**config.mk**
```make
export PLATFORM = sky130hd
export DESIGN_NAME = pie_mac_cell
export DESIGN_NICKNAME = d
export VERILOG_FILES = /design/src/sv/pie_pkg.sv /design/src/sv/pie_mac_cell.sv
export SDC_FILE = /design/constraint.sdc
export NUM_CORES = 1
export LEC_CHECK = 0
export BUFFER_PORTS_ARGS = -buffer_cell sky130_fd_sc_hd__buf_4
export CAP_MARGIN = 0
export CORE_ASPECT_RATIO = 1.75
export CORE_MARGIN = 5
export CORE_UTILIZATION = 30
export DETAILED_ROUTE_END_ITERATION = 10
export SLEW_MARGIN = 10
export SYNTH_ARGS = -nofsm -noshare
export SYNTH_HDL_FRONTEND = slang
export SYNTH_SLANG_ARGS = --single-unit
```
**constraint.sdc**
```tcl
create_clock -name aclk -period 32.8 [get_ports aclk]
set_clock_uncertainty 0.05 [all_clocks]
set_input_delay 3.28 -clock aclk [delete_from_list [all_inputs] [get_ports aclk]]
set_output_delay 3.28 -clock aclk [all_outputs]
set_load 0.005 [all_outputs]
```
**src/sv/pie_pkg.sv**
```systemverilog
`default_nettype none

package pie_pkg;

    localparam int COORD_BITS = 20;
    localparam int RAD_BITS   = COORD_BITS - 1;
    localparam int HALF_W     = COORD_BITS;
    localparam int OPD_W      = 2 * HALF_W;
    localparam int SQ_W       = OPD_W + 1;
    localparam int ACC_W      = 4 * HALF_W;
    localparam int SHIFT_W    = 2;
    localparam int CFG_IDX_W  = 3;
    localparam int DIST_CELLS = 2;
    localparam int PROD_CELLS = 4;

    typedef logic [COORD_BITS-1:0] coord_t;
    typedef logic [HALF_W-1:0]     half_t;
    typedef logic [OPD_W-1:0]      opd_t;
    typedef logic [ACC_W-1:0]      acc_t;

    typedef struct packed {
        logic               sel_x;
        logic               sel_y;
        logic [SHIFT_W-1:0] shift;
    } mac_ctrl_t;

    typedef enum logic [CFG_IDX_W-1:0] {
        REG_FOCUS_A_X    = 3'd0,
        REG_FOCUS_A_Y    = 3'd1,
        REG_FOCUS_B_X    = 3'd2,
        REG_FOCUS_B_Y    = 3'd3,
        REG_MAJOR_RADIUS = 3'd4
    } cfg_reg_t;

    // Operands carry two halves: the squared distance adds dy*dy to dx*dx,
    // the wide product sums the four half products at their weights.
    localparam mac_ctrl_t DIST_CTRL [DIST_CELLS] = '{
        '{sel_x: 1'b0, sel_y: 1'b0, shift: 2'd0},
        '{sel_x: 1'b1, sel_y: 1'b1, shift: 2'd0}
    };

    localparam mac_ctrl_t PROD_CTRL [PROD_CELLS] = '{
        '{sel_x: 1'b0, sel_y: 1'b0, shift: 2'd0},
        '{sel_x: 1'b0, sel_y: 1'b1, shift: 2'd1},
        '{sel_x: 1'b1, sel_y: 1'b0, shift: 2'd1},
        '{sel_x: 1'b1, sel_y: 1'b1, shift: 2'd2}
    };

endpackage

`default_nettype wire

```
**src/sv/pie_mac_cell.sv**
```systemverilog
`default_nettype none

module pie_mac_cell (
    input  wire logic              aclk,
    input  wire logic              aresetn,
    input  wire logic              en,
    input  wire pie_pkg::mac_ctrl_t ctrl,
    input  wire logic              valid_in,
    input  wire pie_pkg::opd_t     x_in,
    input  wire pie_pkg::opd_t     y_in,
    input  wire pie_pkg::acc_t     acc_in,
    output logic                   valid_out,
    output pie_pkg::opd_t          x_out,
    output pie_pkg::opd_t          y_out,
    output pie_pkg::acc_t          acc_out
);

    logic           valid_reg;
    pie_pkg::opd_t  x_reg;
    pie_pkg::opd_t  y_reg;
    pie_pkg::acc_t  acc_reg;
    pie_pkg::half_t x_half;
    pie_pkg::half_t y_half;
    pie_pkg::opd_t  prod;
    pie_pkg::acc_t  term;
    pie_pkg::acc_t  acc_next;

    always_comb begin
        x_half = ctrl.sel_x ? x_in[pie_pkg::OPD_W-1:pie_pkg::HALF_W]
                            : x_in[pie_pkg::HALF_W-1:0];
        y_half = ctrl.sel_y ? y_in[pie_pkg::OPD_W-1:pie_pkg::HALF_W]
                            : y_in[pie_pkg::HALF_W-1:0];
        prod   = {pie_pkg::HALF_W'(0), x_half} * {pie_pkg::HALF_W'(0), y_half};
        case (ctrl.shift)
            2'd0:    term = pie_pkg::ACC_W'(prod);
            2'd1:    term = pie_pkg::ACC_W'(prod) << pie_pkg::HALF_W;
            2'd2:    term = pie_pkg::ACC_W'(prod) << (2 * pie_pkg::HALF_W);
            default: term = '0;
        endcase
        acc_next = acc_in + term;
    end

    always_ff @(posedge aclk) begin
        if (!aresetn) begin
            valid_reg <= 1'b0;
        end else if (en) begin
            valid_reg <= valid_in;
        end
    end

    always_ff @(posedge aclk) begin
        if (en) begin
            x_reg   <= x_in;
            y_reg   <= y_in;
            acc_reg <= acc_next;
        end
    end

    assign valid_out = valid_reg;
    assign x_out     = x_reg;
    assign y_out     = y_reg;
    assign acc_out   = acc_reg;

endmodule

`default_nettype wire

```
==> out/summary.txt, run 1 <==
status = completed
EDFF count, synth = 160
# setup viols final = 0
initial antenna violation count = 2
arrival time worst endpoint = 14380 ps
IO Port Bufs = 328
die area = 86860 µm²
Final Hold Fails = 0
clock sink count = 161
Clock Path Buffers = 2
CTS tree = yes
CTS buffer count = 17
Ports = 329
CP max stage delay = 1110 ps
most used cell, CP = fa_1
Pre-Repair DR Iteration Count = 5
CTS clk-pin slew, worst paths = 80 ps
Final Critical Period = 14080 ps
synth warn = 0
Slew Limit Fails = 0
DRC = 0
1st-iter DRT viols = 1118
cell at the root of the clock tree = clkbuf_16
design area = 28510 µm²
Final GP Congestion = 0.9520
register bit total from synthesis = 161
Unique masters post-synth = 89
Total GRT Usage = 0.2064
syn avg cell area = 9.126 µm²
mux contribution to synthesized area = 0.03714
top_reg_cell synth = edfxtp_1
share of cells above drive strength 1 = 0.1628
NumNets Final = 3659
Tightest Hold Check Type = reg2reg
xor and xnor area share after synthesis = 0.03936
syn_nets = 3376
Worst R2R Start = valid_out$_SDFFE_PN0P_
critical path launch point type = input pin
Tightest Pin Transition = 1291 ps
Die Y = 386.2 µm
Simple-Gate Fraction of Synth Area = 0.1421
fin crit share = 0.4291
placed cell area = 27920 µm²
Cell Rows = 138
CP max FO = 40
post-cts sizing count = 0
Rel. slew slack = 0.1148
post-CTS setup buffers = 0
Setup TNS = 0 ps
Core Footprint = 80630 µm²
Max Cap Violations = 0
CTS Hold Bufs = 0
Post-DP HPWL = 75.45 mm
die span in x = 224.9 µm
Hold Path Depth = 2
crit end category = register
Adder-Cell Fraction of Synth Area = 0.3831
routed vias = 20390
DR vias/cell = 5.090
worst reg2reg path depth = 2
post-synthesis compound-gate area fraction = 0.1205
Overflow after GRT = 0
wire per inst = 22.54 µm
Crit-path slowest cell = mux2i_1
CP Class = in2reg
Cells after Synth = 2658
most frequent cells in the layout = inv_1 (396), buf_4 (363), nor2_1 (351)
Fmax = 71.05 MHz
Async SR Flop Fraction = 0
hold path start = valid_out$_SDFFE_PN0P_
Worst Hold Path EP = valid_out$_SDFFE_PN0P_
commonest non-fill, non-tap cell in the layout = inv_1
register area share after synthesis = 0.1989
first-pass GRT wire length = 133.4 mm
area growth from synthesis to layout = 17.54%
Starting Density = 0.3008
critical path data required time = 33100 ps
cell area after synthesis = 24260 µm²
final wirelength = 90.26 mm
main combinational cell family by area after synthesis = adder cells
R2R Setup Slk = 32150 ps
H-tree levels = 4
RSZ-0062 raised after global routing = no
RR Endpoint = valid_out$_SDFFE_PN0P_
vias in the first global route = 21750
maximum number of pins on one net before global-route repair = 67
Detail Route Antenna Nets = 0
Skew-Pair Late Insertion Delay = 520 ps
-- Yosys cell counts (28+ instances only) --
cell type,count,area share
inv_1,396,0.061
edfxtp_1,160,0.20
o22ai_1,28,0.0072
a21o_1,48,0.015
nand4_1,28,0.0072
fa_1,321,0.26
nand3_1,35,0.0072
mux2_2,40,0.019
a21oi_1,138,0.028
o21ai_0,91,0.019
clkbuf_1,79,0.012
xnor2_1,73,0.026
ha_1,229,0.12
nor2_1,351,0.054
mux2i_1,45,0.019
xor2_1,36,0.013
nand2_1,274,0.042
-- registers in the layout, indices dropped and copies added (netlist names) --
| signal | flops |
|---|---|
| valid_out | 1 |
| x_out | 40 |
| acc_out | 80 |
| y_out | 40 |
-- final cells by class --
cell class              count  area [µm²]
diodes                      1       2.502
clock buffers              17       425.4
clock inverters            15       162.7
fillers                  8397       52120
inverters                 397        1490
multi-input cells        2000       17560
flip-flops and latches    161        4825
well taps                1050        1314
repair buffers            364        2736
-- how the worst max path moves through the flow --
stage / start / to / cells past startpoint
global route: ctrl[3] / acc_out[67]$_DFFE_PP_ / 33
detailed placement: ctrl[3] / acc_out[77]$_DFFE_PP_ / 32
finish: ctrl[3] / acc_out[77]$_DFFE_PP_ / 32
floorplan: ctrl[2] / acc_out[78]$_DFFE_PP_ / 35
global placement: ctrl[2] / acc_out[77]$_DFFE_PP_ / 32
CTS: ctrl[3] / acc_out[77]$_DFFE_PP_ / 32
-- critical path: cells and delay by family --
kind | cells | cell delay, ps
AO/OA/AOI/OAI | 9 | 2880
XOR/XNOR | 1 | 570
adder cells (fa/ha/maj) | 9 | 4270
buffers and inverters | 5 | 710
multiplexers | 2 | 1290
AND/OR/NAND/NOR | 6 | 1310
-- cells by family after synthesis --
group,Yosys count
AO/OA/AOI/OAI,453
AND/OR/NAND/NOR,803
flip-flops,161
adder cells (fa/ha/maj),550
XOR/XNOR,109
multiplexers,85
buffers and inverters,497
-- per-stage QoR --
step / utilization / setup slack, ps / std cells / hold slack [ps]
after floorplan: - / 20100 / 2658 / 457.3
after global placement: 0.3462 / 18170 / 3972 / 451.0
after detailed placement: 0.3463 / 18300 / 3972 / 464.9
after CTS: 0.3536 / 18810 / 4004 / 485.9
after global routing: 0.3536 / 18340 / 4005 / 547.5
final: 0.3536 / 18720 / 4005 / 484.5
-- routing by layer --
metal,part of all wire,global-route usage,up-vias
li1,-,-,9377
met1,0.36,0.2192,10130
met2,0.53,0.3880,684
met3,0.050,0.03359,194
met4,0.056,0.1074,0
met5,0,0,-
Power of run 1 is left out: the tool's default activity adds up to more than one toggle a clock period on the data nets, which glitch-free logic cannot reach.
==> run 2: changes to the inputs <==
==> constraint.sdc (replaced) <==
create_clock -name aclk -period 14.3 [get_ports aclk]
set_clock_uncertainty 0.05 [all_clocks]
set_input_delay 1.43 -clock aclk [delete_from_list [all_inputs] [get_ports aclk]]
set_output_delay 1.43 -clock aclk [all_outputs]
set_load 0.005 [all_outputs]
==> run 2 against run 1 <==
Net effect:
- count of clock-buffer cells in the layout did not move
- routed wire length rose by 0.39%
- die area did not move
- first-iteration DRC count rose by 12%
- non-clock buffer count did not move
- critical path depth rose by 1
- via count rose by 0.71%
- global-route usage rose by 0.16 points
- cell area barely moved
- cell count barely moved
==> out/summary.txt, run 2 (synthesis gave the netlist of run 1 again) <==
post-cts sizing count = 0
Pre-Repair DR Iteration Count = 7
CTS clk-pin slew, worst paths = 90 ps
Ports = 329
first-pass GRT wire length = 134.4 mm
most used cell, CP = fa_1
clock sink count = 161
H-tree levels = 4
routed wl met3 = 4.939 mm
Detail Route Antenna Nets = 0
Tightest Hold Check Type = reg2reg
RR Endpoint = valid_out$_SDFFE_PN0P_
max reg flops = 80
CTS tree = yes
vias in the first global route = 21700
post-CTS setup buffers = 0
initial antenna violation count = 6
CTS buffer count = 17
DR vias/cell = 5.125
critical path launch point = ctrl[3]
critical path data required time = 14530 ps
Die Y = 386.2 µm
IO Port Bufs = 328
Setup TNS = 0 ps
Overflow after GRT = 0
Hold Path Depth = 2
Crit-path slowest cell = mux2i_1
maximum number of pins on one net before global-route repair = 66
CTS Hold Bufs = 0
Starting Density = 0.3008
Routed met2 length = 47.84 mm
Tightest Pin Transition = 1206 ps
Total GRT Usage = 0.2081
CP max stage delay = 1030 ps
arrival time worst endpoint = 12440 ps
Slew Limit Fails = 0
RSZ-0062 raised after global routing = no
commonest non-fill, non-tap cell in the layout = inv_1
crit end category = register
Post-DP HPWL = 76.06 mm
most frequent cells in the layout = inv_1 (396), buf_4 (363), nor2_1 (351)
Rel. slew slack = 0.1732
CP Class = in2reg
Cell Rows = 138
Final Hold Fails = 0
Core Footprint = 80630 µm²
DRC = 0
final wirelength = 90.61 mm
# setup viols final = 0
Max Cap Violations = 0
share of cells above drive strength 1 = 0.1628
Fmax = 81.88 MHz
critical path launch point type = input pin
Final Critical Period = 12210 ps
die span in x = 224.9 µm
Worst R2R Start = valid_out$_SDFFE_PN0P_
routed vias = 20530
Clock Path Buffers = 2
R2R Setup Slk = 13650 ps
area growth from synthesis to layout = 17.46%
cell at the root of the clock tree = clkbuf_16
Final GP Congestion = 0.9626
CP max FO = 40
Skew-Pair Late Insertion Delay = 520 ps
worst reg2reg path depth = 2
1st-iter DRT viols = 1256
fin crit share = 0.8541
wire per inst = 22.62 µm
status = completed
NumNets Final = 3659
die area = 86860 µm²
Routed met1 length = 32.15 mm
top sig layer = met5
crit path to = acc_out[73]$_DFFE_PP_
run 2: cell count changes in the layout (fill, tap and decap cells not counted):
cell        previous run  this run
mux2i_4                1         0
clkinvlp_4             0         1
diode_2                1         2
inv_6                  6         5
clkinv_8               1         2
bufinv_16              1         0
mux2i_2                7         8
run 2: worst min path at each step:
stage / from / slack (ps) / endpoint
after floorplan: valid_out$_SDFFE_PN0P_ / 460 / valid_out$_SDFFE_PN0P_
after global placement: valid_out$_SDFFE_PN0P_ / 450 / valid_out$_SDFFE_PN0P_
after detailed placement: valid_out$_SDFFE_PN0P_ / 470 / valid_out$_SDFFE_PN0P_
after CTS: valid_out$_SDFFE_PN0P_ / 490 / valid_out$_SDFFE_PN0P_
after global routing: valid_out$_SDFFE_PN0P_ / 540 / valid_out$_SDFFE_PN0P_
final: valid_out$_SDFFE_PN0P_ / 490 / valid_out$_SDFFE_PN0P_
run 2: cell type report:
cell class                      instances  area [µm²]
Fill cell                            8405       52150
Multi-Input combinational cell       2000       17550
Sequential cell                       161        4825
Antenna cell                            2       5.005
Clock inverter                         15       147.6
Tap cell                             1050        1314
Inverter                              397        1490
Timing Repair Buffer                  364        2736
Clock buffer                           17       425.4
run 2: layer usage:
| metal | global-route usage | vias up |
|---|---|---|
| met5 | 0 | - |
| li1 | - | 9376 |
| met1 | 0.2201 | 10150 |
| met4 | 0.1160 | 4 |
| met2 | 0.3865 | 796 |
| met3 | 0.03609 | 207 |
run 2: worst max-delay path: cells and delay by family:
kind	cells	cell delay, ps
compound gates	10	3230
xor+xnor	2	720
fa+ha+maj	9	4400
buf+inv	5	710
mux	2	1300
simple gates	5	620
run 2: metrics by stage:
| step | util | hold WS, ps | worst slack, ps | instance area [µm²] | cells |
|---|---|---|---|---|---|
| after floorplan | - | 457.3 | 3449 | 24260 | 2658 |
| after global placement | 0.3462 | 451.8 | 1600 | 27910 | 3972 |
| after detailed placement | 0.3462 | 473.6 | 1612 | 27910 | 3972 |
| after CTS | 0.3533 | 488.2 | 2106 | 28480 | 4004 |
| after global routing | 0.3533 | 536.4 | 1674 | 28490 | 4005 |
| final | 0.3533 | 486.1 | 2086 | 28490 | 4006 |
Power of run 2 is left out for the same reason.
==> run 3: changes to the inputs <==
--- a/config.mk
+++ b/config.mk
@@ -9,8 +9,9 @@
 export CAP_MARGIN = 0
 export CORE_ASPECT_RATIO = 1.75
 export CORE_MARGIN = 5
-export CORE_UTILIZATION = 30
+export CORE_UTILIZATION = 61
 export DETAILED_ROUTE_END_ITERATION = 10
+export PLACE_DENSITY = 0.84
 export SLEW_MARGIN = 10
 export SYNTH_ARGS = -nofsm -noshare
 export SYNTH_HDL_FRONTEND = slang
==> run 3 against run 2 <==
Net effect:
- core utilization increased by 35 points
- critical path depth shrank 1
- routed wire length fell by 4.0%
- highest routed layer is now met4
==> out/summary.txt, run 3 (synthesis gave the netlist of run 1 again) <==
routed vias = 21740
Slew Limit Fails = 0
commonest non-fill, non-tap cell in the layout = inv_1
Worst Path Buf+Inv = 5
die span in x = 160.7 µm
cell at the root of the clock tree = clkbuf_16
register area = 4825 µm²
CP max stage delay = 870 ps
met1 Use GR = 0.3904
wire per inst = 25.30 µm
critical path data required time = 14470 ps
die area = 44010 µm²
Max Cap Violations = 0
Final Hold Fails = 0
GR Util met2 = 0.7015
area growth from synthesis to layout = 14.31%
arrival time worst endpoint = 12410 ps
clock sink count = 161
multi-input logic area = 17520 µm²
RSZ-0062 raised after global routing = no
Clock Path Buffers = 2
initial antenna violation count = 0
Skew-Pair Late Insertion Delay = 470 ps
Total GRT Usage = 0.3955
max reg flops = 80
DRC = 0
grt peak-use layer = met2
Overflow after GRT = 0
Die Y = 273.8 µm
Setup TNS = 0 ps
CTS buffer count = 17
CTS tree = yes
NumNets Final = 3654
Top Family by Delay on Critical Path = adder cells
Final GP Congestion = 1.028
Final Critical Period = 12240 ps
Ports = 329
# setup viols final = 0
Crit-path slowest cell = mux2i_1
layout filler cell count = 2996
Cell Rows = 96
antenna cells = 0
Fmax = 81.71 MHz
CP max FO = 40
fin crit share = 0.8559
CTS clk-pin slew, worst paths = 70 ps
Core Footprint = 39280 µm²
M3 GR Usage = 0.08287
Starting Density = 0.6175
CTS Hold Bufs = 0
Pre-Repair DR Iteration Count = 8
share of cells above drive strength 1 = 0.1587
maximum number of pins on one net before global-route repair = 90
Detail Route Antenna Nets = 0
final wirelength = 87.00 mm
CP Class = in2reg
Post-DP HPWL = 70.37 mm
Tightest Pin Transition = 1261 ps
most frequent cells in the layout = inv_1 (396), buf_4 (358), nor2_1 (351)
IO Port Bufs = 328
first-pass GRT wire length = 131.6 mm
DR vias/cell = 6.321
Rel. slew slack = 0.1353
Tightest Hold Check Type = reg2reg
1st-iter DRT viols = 1789
most used cell, CP = fa_1
post-CTS setup buffers = 0
vias in the first global route = 23400
R2R Setup Slk = 13630 ps
status = completed
post-cts sizing count = 0
critical path launch point type = input pin
H-tree levels = 4
crit end category = register
-- run 3: final timing paths --
check / startpoint / end / cells after the start
worst max-delay path: ctrl[3] / acc_out[45]$_DFFE_PP_ / 32
worst min-delay path: valid_out$_SDFFE_PN0P_ / valid_out$_SDFFE_PN0P_ / 2
worst max register to register: valid_out$_SDFFE_PN0P_ / valid_out$_SDFFE_PN0P_ / 2
worst min register to register: valid_out$_SDFFE_PN0P_ / valid_out$_SDFFE_PN0P_ / 2
-- run 3: final cells by class --
| type | count | area share |
|---|---|---|
| clock inverter | 12 | 0.004422 |
| sequential | 161 | 0.1740 |
| timing repair buffer | 359 | 0.09734 |
| inverter | 397 | 0.05375 |
| tap | 490 | 0.02211 |
| multi-input combinational | 2000 | 0.6319 |
| clock buffer | 20 | 0.01647 |
-- run 3: per-stage QoR --
step | utilization | setup WS [ps] | std cells | hold slack [ps] | instance area (µm²)
final | 0.7059 | 2061 | 3439 | 495.8 | 27730
after CTS | 0.7059 | 2344 | 3439 | 497.1 | 27730
after global placement | 0.6912 | 1935 | 3407 | 448.0 | 27150
after detailed placement | 0.6912 | 1943 | 3407 | 486.5 | 27150
after global routing | 0.7059 | 1821 | 3439 | 537.6 | 27730
after floorplan | - | 3449 | 2658 | 457.3 | 24260
-- run 3: layer usage --
metal / wire (µm) / share of wire
met3: 7040 / 0.081
met5: 0 / 0
met2: 44130 / 0.51
met4: 9192 / 0.11
met1: 26640 / 0.31
-- run 3: worst reg2reg max path, stage by stage (launching register included) --
cell and delay (ps):
dfxtp_1 360, mux2i_1 80, nor2b_1 130
Power of run 3 is left out for the same reason.
